==> src/hw/rtl/ple_pkg.sv <==
package ple_pkg;

  localparam int Depth = 128;
  localparam int WordW = 32;
  localparam int PosW  = 8;
  localparam int CntW  = 8;

  typedef enum logic [1:0] {
    OP_FIND   = 2'd0,
    OP_INSERT = 2'd1,
    OP_DELETE = 2'd2,
    OP_CLEAR  = 2'd3
  } op_t;

  typedef enum logic [1:0] {
    ST_OK     = 2'd0,
    ST_FULL   = 2'd1,
    ST_BADPOS = 2'd2,
    ST_EMPTY  = 2'd3
  } status_t;

  typedef enum logic [1:0] {
    SEL_HOLD  = 2'd0,
    SEL_LOAD  = 2'd1,
    SEL_LEFT  = 2'd2,
    SEL_RIGHT = 2'd3
  } sel_t;

  typedef struct packed {
    sel_t sel;
    logic rd_en;
  } cell_ctl_t;

  typedef struct packed {
    status_t               status;
    logic [CntW-1:0]       count_next;
    logic                  ins_ok;
    logic                  del_ok;
    logic                  find_ok;
  } dec_t;

endpackage

==> src/hw/rtl/ple_cell.sv <==
module ple_cell (
  input  logic                              clk,
  input  ple_pkg::cell_ctl_t                ctl,
  input  logic signed [ple_pkg::WordW-1:0]  value,
  input  logic signed [ple_pkg::WordW-1:0]  left_word,
  input  logic signed [ple_pkg::WordW-1:0]  right_word,
  output logic signed [ple_pkg::WordW-1:0]  word,
  output logic signed [ple_pkg::WordW-1:0]  rd_word
);

  // Hold, load the new word, or take a neighbor's word.
  always_ff @(posedge clk) begin
    unique case (ctl.sel)
      ple_pkg::SEL_LOAD:  word <= value;
      ple_pkg::SEL_LEFT:  word <= left_word;
      ple_pkg::SEL_RIGHT: word <= right_word;
      default:            word <= word;
    endcase
  end

  assign rd_word = ctl.rd_en ? word : '0;

endmodule

==> config.mk <==
export PLATFORM = sky130hd
export DESIGN_NAME = ple_cell
export DESIGN_NICKNAME = d
export VERILOG_FILES = /design/src/hw/rtl/ple_pkg.sv /design/src/hw/rtl/ple_cell.sv
export SDC_FILE = /design/constraint.sdc
export NUM_CORES = 1
export LEC_CHECK = 0
export ABC_AREA = 0
export BUFFER_PORTS_ARGS = -buffer_cell sky130_fd_sc_hd__buf_2
export CORE_MARGIN = 2
export CORE_UTILIZATION = 42
export CTS_BUF_LIST = sky130_fd_sc_hd__clkbuf_4 sky130_fd_sc_hd__clkbuf_8
export DETAILED_ROUTE_END_ITERATION = 10
export GPL_TIMING_DRIVEN = 0
export PLACE_DENSITY = 0.88
export SYNTH_ARGS = -nofsm -noshare
export SYNTH_HDL_FRONTEND = slang
export SYNTH_SLANG_ARGS = --single-unit
==> constraint.sdc <==
create_clock -name clk -period 1.74 [get_ports clk]
set_input_delay 0 -clock clk [delete_from_list [all_inputs] [get_ports clk]]
set_output_delay 0 -clock clk [all_outputs]
set_load 0.02 [all_outputs]
# Word level (Yosys, flattened, before mapping)
# Cells that the tools add are included.
word_totals:
  input_bits: 100
  wordCells: 7
  ff_bits: 32
  out_inout_bits: 64
op_classes:
  n_reduce_logical: 1
  muxes: 2
  n_eq_ne: 3
ops:
  columns: ["operator", "count"]
  rows:
  - ["32-bit one-hot mux with 3 select lines", 1]
  - ["32-bit two-way mux", 1]
  - ["2-bit equality test, second input constant", 2]
  - ["3-bit nonzero test", 1]
  - ["2-bit by 1-bit equality test with 1-bit output, second input constant", 1]

# Depth between registers and ports, before layout
logic_depth:
  word_depth: 2
  depth_mapped: 4
  ltp_nobuf: 2

# Least setup slack after synthesis
# OpenSTA, ideal clock, no wires.
synth_timing:
  kind: "input-to-reg"
  start: "input port ctl[1] (netlist bit)"
  end: "register word[0] (netlist bit), enable pin"
  slack_ns: 0.625
  required_time_ns: 1.410
  n_path_buf: 2
  arrival_ns: 0.786
  setup_ns: 0.330
  cell_stages: 3
  path_cell_list: "buf_6 -> buf_12 -> or2_2"
synth_via:
  elab_chain_cells: 2
  word_cells_on_any_way: 4
  classes_between: "eq/ne: 3; reduce/logical: 1"
synth_rtl:
  columns: ["element", "line", "rtl"]
  rows:
  - ["start: declaration", "ple_cell.sv:3", "input ple_pkg::cell_ctl_t ctl,"]
  - ["2-bit equality test / 2-bit by 1-bit equality test with 1-bit output (equally long branches)", "ple_cell.sv:13", "unique case (ctl.sel)"]
  - ["3-bit nonzero test (no source line) *", null, null]
  - ["end signal: assignment", "ple_cell.sv:14", "ple_pkg::SEL_LOAD: word <= value;"]
  - ["end signal: assignment", "ple_cell.sv:15", "ple_pkg::SEL_LEFT: word <= left_word;"]
  - ["end signal: assignment", "ple_cell.sv:16", "ple_pkg::SEL_RIGHT: word <= right_word;"]
  - ["end: declaration", "ple_cell.sv:7", "output logic signed [ple_pkg::WordW-1:0] word,"]
# Every way passes the cells marked *; elsewhere a longest branch is shown, timed or not.
# A chain may end at the register's enable or synchronous reset.

# Final worst setup path
layout_timing:
  start: "register word[13] (netlist bit)"
  end: "output port rd_word[13] (netlist bit)"
layout_via:
  elab_chain_cells: 1
layout_rtl:
  columns: ["element", "line", "rtl"]
  rows:
  - ["32-bit two-way mux", "ple_cell.sv:21", "assign rd_word = ctl.rd_en ? word : '0;"]
  - ["end: declaration", "ple_cell.sv:8", "output logic signed [ple_pkg::WordW-1:0] rd_word"]
# No other way between the ends.

==> metrics <==
startpoint types register; sequential cell area ~960 um2; total power about 2.3 mW; WP depth 2; met3 routed WL 353 um; Switching Fraction 30.9%; CP arrival 1.01 ns; Highest Signal Layer met4; Mapped Nets roughly 280; worst-margin pin slew 0.760 ns; library cells used by synthesis 11; synth warn 0; initial DRC count 102; cell family with most CP delay flip-flops; first-pass GRT wire length 8360 um; CTS root buf clkbuf_8; unrepaired setup endpoints after global routing no; Routed wire per std cell 13.8 um; core area 4320 um2; maximum fanout along the worst path 2; fraction of layout cells with a size suffix above 1 about half; Hold Buf Count CTS 0; f_max approximately 1 GHz; slowest cell on the critical path edfxtp_1; combinational power share a little under a third; max-slew violations 0; slew margin rel. around half; CP bufs+invs 1; clk buf depth 2; area grow syn2layout 50.9%; Post-Syn Area 1880 um2; WL met1 2110 um; area of the multi-input gates about 810 um2; synthesized area per cell ~11 um2; # diodes 0; vias in the first global route approximately 1800; FILL cells 364; Seq cells post-synth 32; status finished, final reports clean; Cells after Synth around 180; final worst-path cycle share about three fifths; sequential power share 44.4%; Worst Setup End Kind output pin; total congestion overflow 0; largest registers word (32); post_cts resized 0; GPL Wtd Cong 0.829; Tot GR Track Use 21.6%; CTS H-Tree Depth 2; Hold Crit Depth 3; Static Leak 1.46 nW; post-layout min period a little over 1 ns; Pre-antenna DRT Iters 4; Vert. Die Dim 71.0 um; DRC 0; row cnt 24; PwrDens about 790 nW/um2; die width 71.0 um; Sum Neg Setup Slack 0 ns; CP cell instances and2_1 -> buf_2; max_cap viols 0; max reg flops 32; Setup CP Type reg -> out; VDD IR max 0.000445 V; P_sw 698 uW; Vias per Instance 4.84; Via Count 1915; min-delay worst type in -> reg; Fin. Hold Viols 0; CTS Buf Count 5; Clock Sinks 32; Reg clk slew, reported paths 0.06 ns; most common cell after layout, fill and taps aside buf_2; met2 wire len 2950 um; post-synthesis sequential area ratio 51.0%; PortBufs 161; DRT Wirelength around 5500 um; ANT nets after route 0; Die Area 5040 um2; slowest stage delay, CP 0.41 ns; I/O pin count 164; Nets 443; post-CTS setup repair buffer count 0; WP data required 1.74 ns; # setup viols final 0; initial antenna violation count 0; largest net degree at the start of global routing 33; CTS tree built; DP HPWL roughly 4200 um; Starting Density 43.6%; Int Pwr 1.56 mW; most flop-heavy register word; Clock power frac 24.9%
## power groups by stage
stage               combinational [mW]  clock (mW)  sequential [mW]
global route                     0.746       0.610             1.01
global placement                 0.685           0             1.01
CTS                              0.700       0.575             1.00
finish                           0.694       0.561             1.00
detailed placement               0.699           0             1.01
floorplan                        0.291           0             1.13
## final timing paths
kind                          startpoint                 to  slack, ns
worst max-delay path  word[13]$_DFFE_PP_        rd_word[13]       0.73
worst min-delay path            value[0]  word[0]$_DFFE_PP_       0.04
## cell usage after synthesis (all sizes together)
cell type  instances  area share (%)
clkbuf             6             1.2
edfxtp            32              51
buf                8             5.0
nor2              32             6.4
or2                1            0.33
mux2i             32              17
and2              32              11
a21oi             32             8.5
## routing by layer
| layer | vias to the layer above | track usage [%] |
|---|---|---|
| met5 | - | 0 |
| met4 | 0 | 6.50 |
| met3 | 4 | 5.56 |
| met2 | 95 | 41.0 |
| met1 | 869 | 23.3 |
| li1 | 947 | - |
## logic make-up (layout without fill, tap and decap cells)
| kind of cell | Yosys count | count (layout) | synth area share, % |
|---|---|---|---|
| simple gates | 65 | 65 | 17.3 |
| compound gates | 32 | 32 | 8.50 |
| mux | 32 | 32 | 17.0 |
| flops | 32 | 32 | 51.0 |
| buf+inv | 14 | 183 | 6.18 |
## metrics by stage
stage / area [um2] / cells / setup slack [ns] / hold slack (ns) / utilization, %
finish: 2840 / 396 / 0.727 / 0.0418 / 65.7
global route: 2840 / 396 / 0.661 / 0.0390 / 65.7
CTS: 2840 / 396 / 0.719 / 0.0379 / 65.7
detailed placement: 2760 / 388 / 0.425 / 0.326 / 63.7
global placement: 2760 / 388 / 0.447 / 0.319 / 63.7
floorplan: 1880 / 175 / 0.625 / 0.183 / -
## cell type report
cell class,instances,area share (%)
Multi-Input combinational cell,129,28.4
Timing Repair Buffer,161,28.3
Clock inverter,1,0.132
Sequential cell,32,33.8
Buffer,14,4.09
Clock buffer,7,2.95
Tap cell,52,2.29
Note: power is estimated with default switching activity, not from simulation.
