[config.mk]
export PLATFORM = sky130hd
export DESIGN_NAME = ple_ctrl
export DESIGN_NICKNAME = d
export VERILOG_FILES = /design/src/hw/rtl/ple_pkg.sv /design/src/hw/rtl/ple_ctrl.sv
export SDC_FILE = /design/constraint.sdc
export NUM_CORES = 1
export LEC_CHECK = 0
export CAP_MARGIN = 5
export CORE_UTILIZATION = 62
export DETAILED_ROUTE_END_ITERATION = 8
export DONT_BUFFER_PORTS = 1
export PLACE_DENSITY = 0.84
export SYNTH_ARGS = -nofsm -noshare
export SYNTH_HDL_FRONTEND = slang
export SYNTH_SLANG_ARGS = --single-unit
export TNS_END_PERCENT = 50
[constraint.sdc]
create_clock -name vclk -period 3.85
set_clock_uncertainty 0.2 [all_clocks]
set_input_delay 0.77 -clock vclk [all_inputs]
set_output_delay 0.77 -clock vclk [all_outputs]
set_load 0.01 [all_outputs]
[src/hw/rtl/ple_pkg.sv]
package ple_pkg;

  localparam int Depth = 128;
  localparam int WordW = 32;
  localparam int PosW  = 8;
  localparam int CntW  = 8;

  typedef enum logic [1:0] {
    OP_FIND   = 2'd0,
    OP_INSERT = 2'd1,
    OP_DELETE = 2'd2,
    OP_CLEAR  = 2'd3
  } op_t;

  typedef enum logic [1:0] {
    ST_OK     = 2'd0,
    ST_FULL   = 2'd1,
    ST_BADPOS = 2'd2,
    ST_EMPTY  = 2'd3
  } status_t;

  typedef enum logic [1:0] {
    SEL_HOLD  = 2'd0,
    SEL_LOAD  = 2'd1,
    SEL_LEFT  = 2'd2,
    SEL_RIGHT = 2'd3
  } sel_t;

  typedef struct packed {
    sel_t sel;
    logic rd_en;
  } cell_ctl_t;

  typedef struct packed {
    status_t               status;
    logic [CntW-1:0]       count_next;
    logic                  ins_ok;
    logic                  del_ok;
    logic                  find_ok;
  } dec_t;

endpackage

[src/hw/rtl/ple_ctrl.sv]
module ple_ctrl (
  input  logic                          accept,
  input  logic [1:0]                    func,
  input  logic [ple_pkg::PosW-1:0]      position,
  input  logic [ple_pkg::CntW-1:0]      count,
  output ple_pkg::dec_t                 dec
);

  logic [ple_pkg::PosW:0] pos_x;
  logic [ple_pkg::PosW:0] cnt_x;
  logic                   empty;
  logic                   full;
  logic                   pos_zero;

  assign pos_x    = {1'b0, position};
  assign cnt_x    = (ple_pkg::PosW + 1)'(count);
  assign empty    = (count == '0);
  assign full     = (cnt_x >= (ple_pkg::PosW + 1)'(ple_pkg::Depth));
  assign pos_zero = (position == '0);

  always_comb begin
    dec            = '0;
    dec.status     = ple_pkg::ST_OK;
    dec.count_next = count;
    unique case (ple_pkg::op_t'(func))
      ple_pkg::OP_FIND: begin
        if (empty) begin
          dec.status = ple_pkg::ST_EMPTY;
        end else if (pos_zero || pos_x > cnt_x) begin
          dec.status = ple_pkg::ST_BADPOS;
        end else begin
          dec.find_ok = accept;
        end
      end
      ple_pkg::OP_INSERT: begin
        if (full) begin
          dec.status = ple_pkg::ST_FULL;
        end else if (pos_zero || pos_x > cnt_x + 1'b1) begin
          dec.status = ple_pkg::ST_BADPOS;
        end else begin
          dec.ins_ok     = accept;
          dec.count_next = count + 1'b1;
        end
      end
      ple_pkg::OP_DELETE: begin
        if (empty) begin
          dec.status = ple_pkg::ST_EMPTY;
        end else if (pos_zero || pos_x > cnt_x) begin
          dec.status = ple_pkg::ST_BADPOS;
        end else begin
          dec.del_ok     = accept;
          dec.count_next = count - 1'b1;
        end
      end
      default: begin
        dec.count_next = '0;
      end
    endcase
  end

endmodule

After elaboration in Yosys (flattened, before gate mapping) --
Index checks and enable logic that the tools add are counted.
Word-level totals: register bits after elaboration 0, input bits 19, output and inout bits 13
Operators by class: add/subtract/negate cells 3, $lt $le $gt $ge 3, equal/unequal tests 2, muxes and demuxes 15, reduce and logical (&&, ||, !) cells 6
Operators by type and width (count):
- $pmux 8 s3 | 1
- $mux 9 | 2
- $logic_not 8->1 | 2
- $mux 8 | 2
- $add 8x1->9 const B | 1
- $gt 8x9->1 | 1
- $add 8x1->8 const B | 1
- $ge 8x8->1 const B | 1
- $gt 8x8->1 | 1
- $mux 2 | 4
- $sub 8x1->8 const B | 1
- $mux 1 | 5
- $pmux 2 s2 | 1
- $eq 2x1->1 const B | 1
- $eq 2x2->1 const B | 1
- $logic_not 2->1 | 1
- $logic_or 1x1->1 | 2
- $reduce_or 2->1 | 1

Depth between registers and ports, before layout --
word-level depth 6, gate-level depth with buffers 12, depth with buffers taken out 11

Least setup slack after synthesis --
OpenSTA, ideal clock, no wires.
path type in2out, start point in count[2] (netlist bit), end point out dec[4] (netlist bit), arrival time 3105 ps, required time 2880 ps, slack -225 ps, stages on the path 12, path buffers 1, cells stage by stage buf_4 nand3_1 nor3_1 nand3_1 xnor2_1 ha_1 a211oi_1 o21ai_0 o22ai_1 o21a_1 mux2_2 o21a_1
RTL lines:
- from (decl) | RTL line ple_ctrl.sv:5 | input logic [ple_pkg::CntW-1:0] count,
- to (decl) | RTL line ple_ctrl.sv:6 | output ple_pkg::dec_t dec

==> summary.md <==
| Metric | Value |
|---|---|
| DR iter-0 viols | `about 160` |
| Maximum fanout encountered on the critical timing path | `7` |
| Average cell area after synthesis | `7.61 um2` |
| Worst hold path type | `in2out` |
| Total routing resource utilization after global routing | `between 30 and 40%` |
| Xor and xnor fraction of the mapped netlist area | `9.59%` |
| Top achievable clock speed | `between 0.2 and 0.25 GHz` |
| X dimension of the die | `44.0 um` |
| Max Cap Viol | `0` |
| Number of unique standard cell types used by synthesis | `44` |
| Hold_buf cts | `0` |
| Total number of sequential cells | `0` |
| Fraction of post-synthesis cell area in the top cell type by area | `between 20% and 30%` |
| Pin count of the biggest net entering global routing | `11` |
| Cell family with most CP delay | `compound AO/OA/AOI/OAI gates` |
| Critical setup path kind | `in2out` |
| DRC | `3` |
| Final period util | `108%` |
| Instance count of the mapped netlist | `144` |
| Initial antenna violation count | `0` |
| Fraction of the yosys area taken by sequential cells | `0%` |
| Min-delay src | `func[1]` |
| Placement-stage worst setup slack | `-0.0800 ns` |
| Top cell type by total area after synthesis | `sky130_fd_sc_hd__ha_1` |
| Worst Hold Path Cells | `1` |
| Die Area | `approximately 1900 um2` |
| Layout-stage area growth over the synthesis result | `32.5%` |
| Number of endpoints with negative hold slack in the final report | `0` |
| Setup-violating endpoint count in the final report | `11` |
| Initial cell density of the core | `roughly 70%` |
| Detailed placer's ending HPWL | `2750 um` |
| Final-layout worst hold slack | `1.43 ns` |
| Max transition margin | `between 60% and 70%` |
| Post-Synthesis Cell Area | `1100 um2` |
| Final setup TNS | `-1.66 ns` |
| Arrival time worst endpoint | `approximately 3.2 ns` |
| Worst Max-Slew Pin Slew | `~0.55 ns` |
| Slew Viols, Final | `0` |
| Startpoint type of the worst setup path | `input port` |
| Count of buffers from port buffering | `0` |
| Routed via count divided by cell count | `between 8 and 9` |
| Routed WL | `~5000 um` |
| Total buffers and inverters traversed by the critical path | `2` |
| Cell with the largest stage delay on the worst path | `sky130_fd_sc_hd__ha_1` |
| Ordered list of cells on the worst path | `ha_4 > and3_4 > nand3_4 > xnor2_1 > ha_1 > buf_4 > nand4_1 > o32ai_4 > o21ai_4 > buf_6 > o211ai_1 > o2111ai_4` |
| DIE HEIGHT | `approximately 44 um` |
| Dominant combinational cell family by area after synthesis | `compound AO/OA/AOI/OAI gates` |
| Adder-cell area share of the yosys netlist | `between 20% and 30%` |
| Final GP Congestion | `0.908` |
| Net Count, Synth | `roughly 180` |
| Share of cell area taken by muxes after synthesis | `between 2 and 2.5%` |
| Antenna Violating Nets Remaining | `0` |
| Average wire per cell in the routed design | `28.2 um` |
| Filler cell count | `56` |
| Most used cells in the layout excluding fill and tap cells | `sky130_fd_sc_hd__buf_4, sky130_fd_sc_hd__ha_1, sky130_fd_sc_hd__inv_1` |
| Vias in the first global route | `1,236` |
| Violations in the final reports | `DRC, setup timing` |
| Total of clock buffers placed in the layout | `0` |
| Area contributors post-synth | `sky130_fd_sc_hd__ha_1, sky130_fd_sc_hd__xnor2_1, sky130_fd_sc_hd__o211ai_1` |
| Most common library cell in the layout ignoring fill and taps | `sky130_fd_sc_hd__buf_4` |
| Core area | `between 1500 and 2000 um2` |
| Fin util | `92.1%` |
| Critical Path RT | `around 2.9 ns` |
| Synth Area in Compound Gates | `29.3%` |
| Static leakage power | `0.559 nW` |
| Sequential cell area | `0 um2` |
| Basic-gate share of the synthesized area counting and, or, nand and nor cells | `approximately 28%` |
| Result of the run | `complete, but fails checks` |
| Post-route worst setup slack | `-0.298 ns` |
| Terminating pin of the worst hold path | `dec[8]` |
| Grt total ovfl | `0` |
| Critical Path End Type | `primary output` |
| Critical path's largest stage delay | `roughly 0.38 ns` |
| Pwr/cell area | `134 nW/um2` |
| Total power consumption of the routed design | `0.000195 W` |
| Count of TritonRoute iterations in the first routing pass | `7` |
| Total vias in the final route | `~1.5k` |
| Cell Rows | `14` |
| # nets final | `200` |
| Tmin final | `4.15 ns` |
| Peak supply drop | `between 0.1 and 0.15 mV` |
| Wire length of the first global-routing pass | `5580 um` |
| Number of warnings reported in the yosys synthesis log | `0` |
| Fraction of layout instances using a drive strength above 1 | `36.3%` |
| IO Count | `32` |
| RSZ-0062 raised after global routing | `true` |
| Number of diodes added for antenna fixing | `0` |
power by group:
| group | switching, W | internal, W | leakage, nW | total, W |
|---|---|---|---|---|
| sequential | 0 | 0 | 0 | 0 |
| clock | 0 | 0 | 0 | 0 |
| combinational | 0.000108 | 0.0000877 | 0.559 | 0.000195 |
stage by stage:
step	cell area (um2)	instances
floorplan	1130	144
detailed placement	1220	171
CTS	1290	173
global route	1450	176
finish	1450	176
global placement	1220	171
metal layers:
layer	GRT usage, %	vias up	routed length (um)
li1	-	594	-
met1	50.4	686	1590
met2	62.1	187	2130
met3	4.08	76	651
met4	6.67	0	599
met5	0	-	0
synth_stat cells, types with 3 or more instances:
| master | instances |
|---|---|
| sky130_fd_sc_hd__a21oi_1 | 6 |
| sky130_fd_sc_hd__ha_1 | 19 |
| sky130_fd_sc_hd__inv_1 | 13 |
| sky130_fd_sc_hd__nand2_1 | 10 |
| sky130_fd_sc_hd__nand3_1 | 5 |
| sky130_fd_sc_hd__nand4_1 | 7 |
| sky130_fd_sc_hd__nor2_1 | 4 |
| sky130_fd_sc_hd__nor3_1 | 6 |
| sky130_fd_sc_hd__nor4_1 | 3 |
| sky130_fd_sc_hd__o211ai_1 | 7 |
| sky130_fd_sc_hd__o21ai_0 | 7 |
| sky130_fd_sc_hd__o22ai_1 | 5 |
| sky130_fd_sc_hd__or4_1 | 3 |
| sky130_fd_sc_hd__xnor2_1 | 12 |
what timing repair did:
item	in CTS	in global routing
pin swaps	9	20
resized for setup	9	26
endpoints found under the setup margin	6	9
endpoints found under the hold margin	0	0
setup buffers	2	3
cell type report:
type | instances | area, um2 | share of cell area [%]
multi-input cells | 124 | 1200 | 82.9
repair buffers | 22 | 176 | 12.1
inverters | 14 | 52.6 | 3.62
well taps | 16 | 20.0 | 1.38
worst max path at each step:
stage	start	to	slack [ns]	cells after the start
5_1_grt	count[0]	dec[9]	-0.30	12
3_3_place_gp	count[0]	dec[4]	-0.03	10
3_5_place_dp	count[0]	dec[3]	-0.08	11
4_1_cts	count[7]	dec[3]	-0.01	11
6_report	count[0]	dec[9]	-0.30	12
2_1_floorplan	count[2]	dec[4]	0.01	12
kinds of logic after synthesis:
kind of cell,Yosys count
AND/OR/NAND/NOR,48
AO/OA/AOI/OAI,43
buffers and inverters,20
adder cells (fa/ha/maj),19
XOR/XNOR,12
multiplexers,2
(Power assumes the default switching activity.)
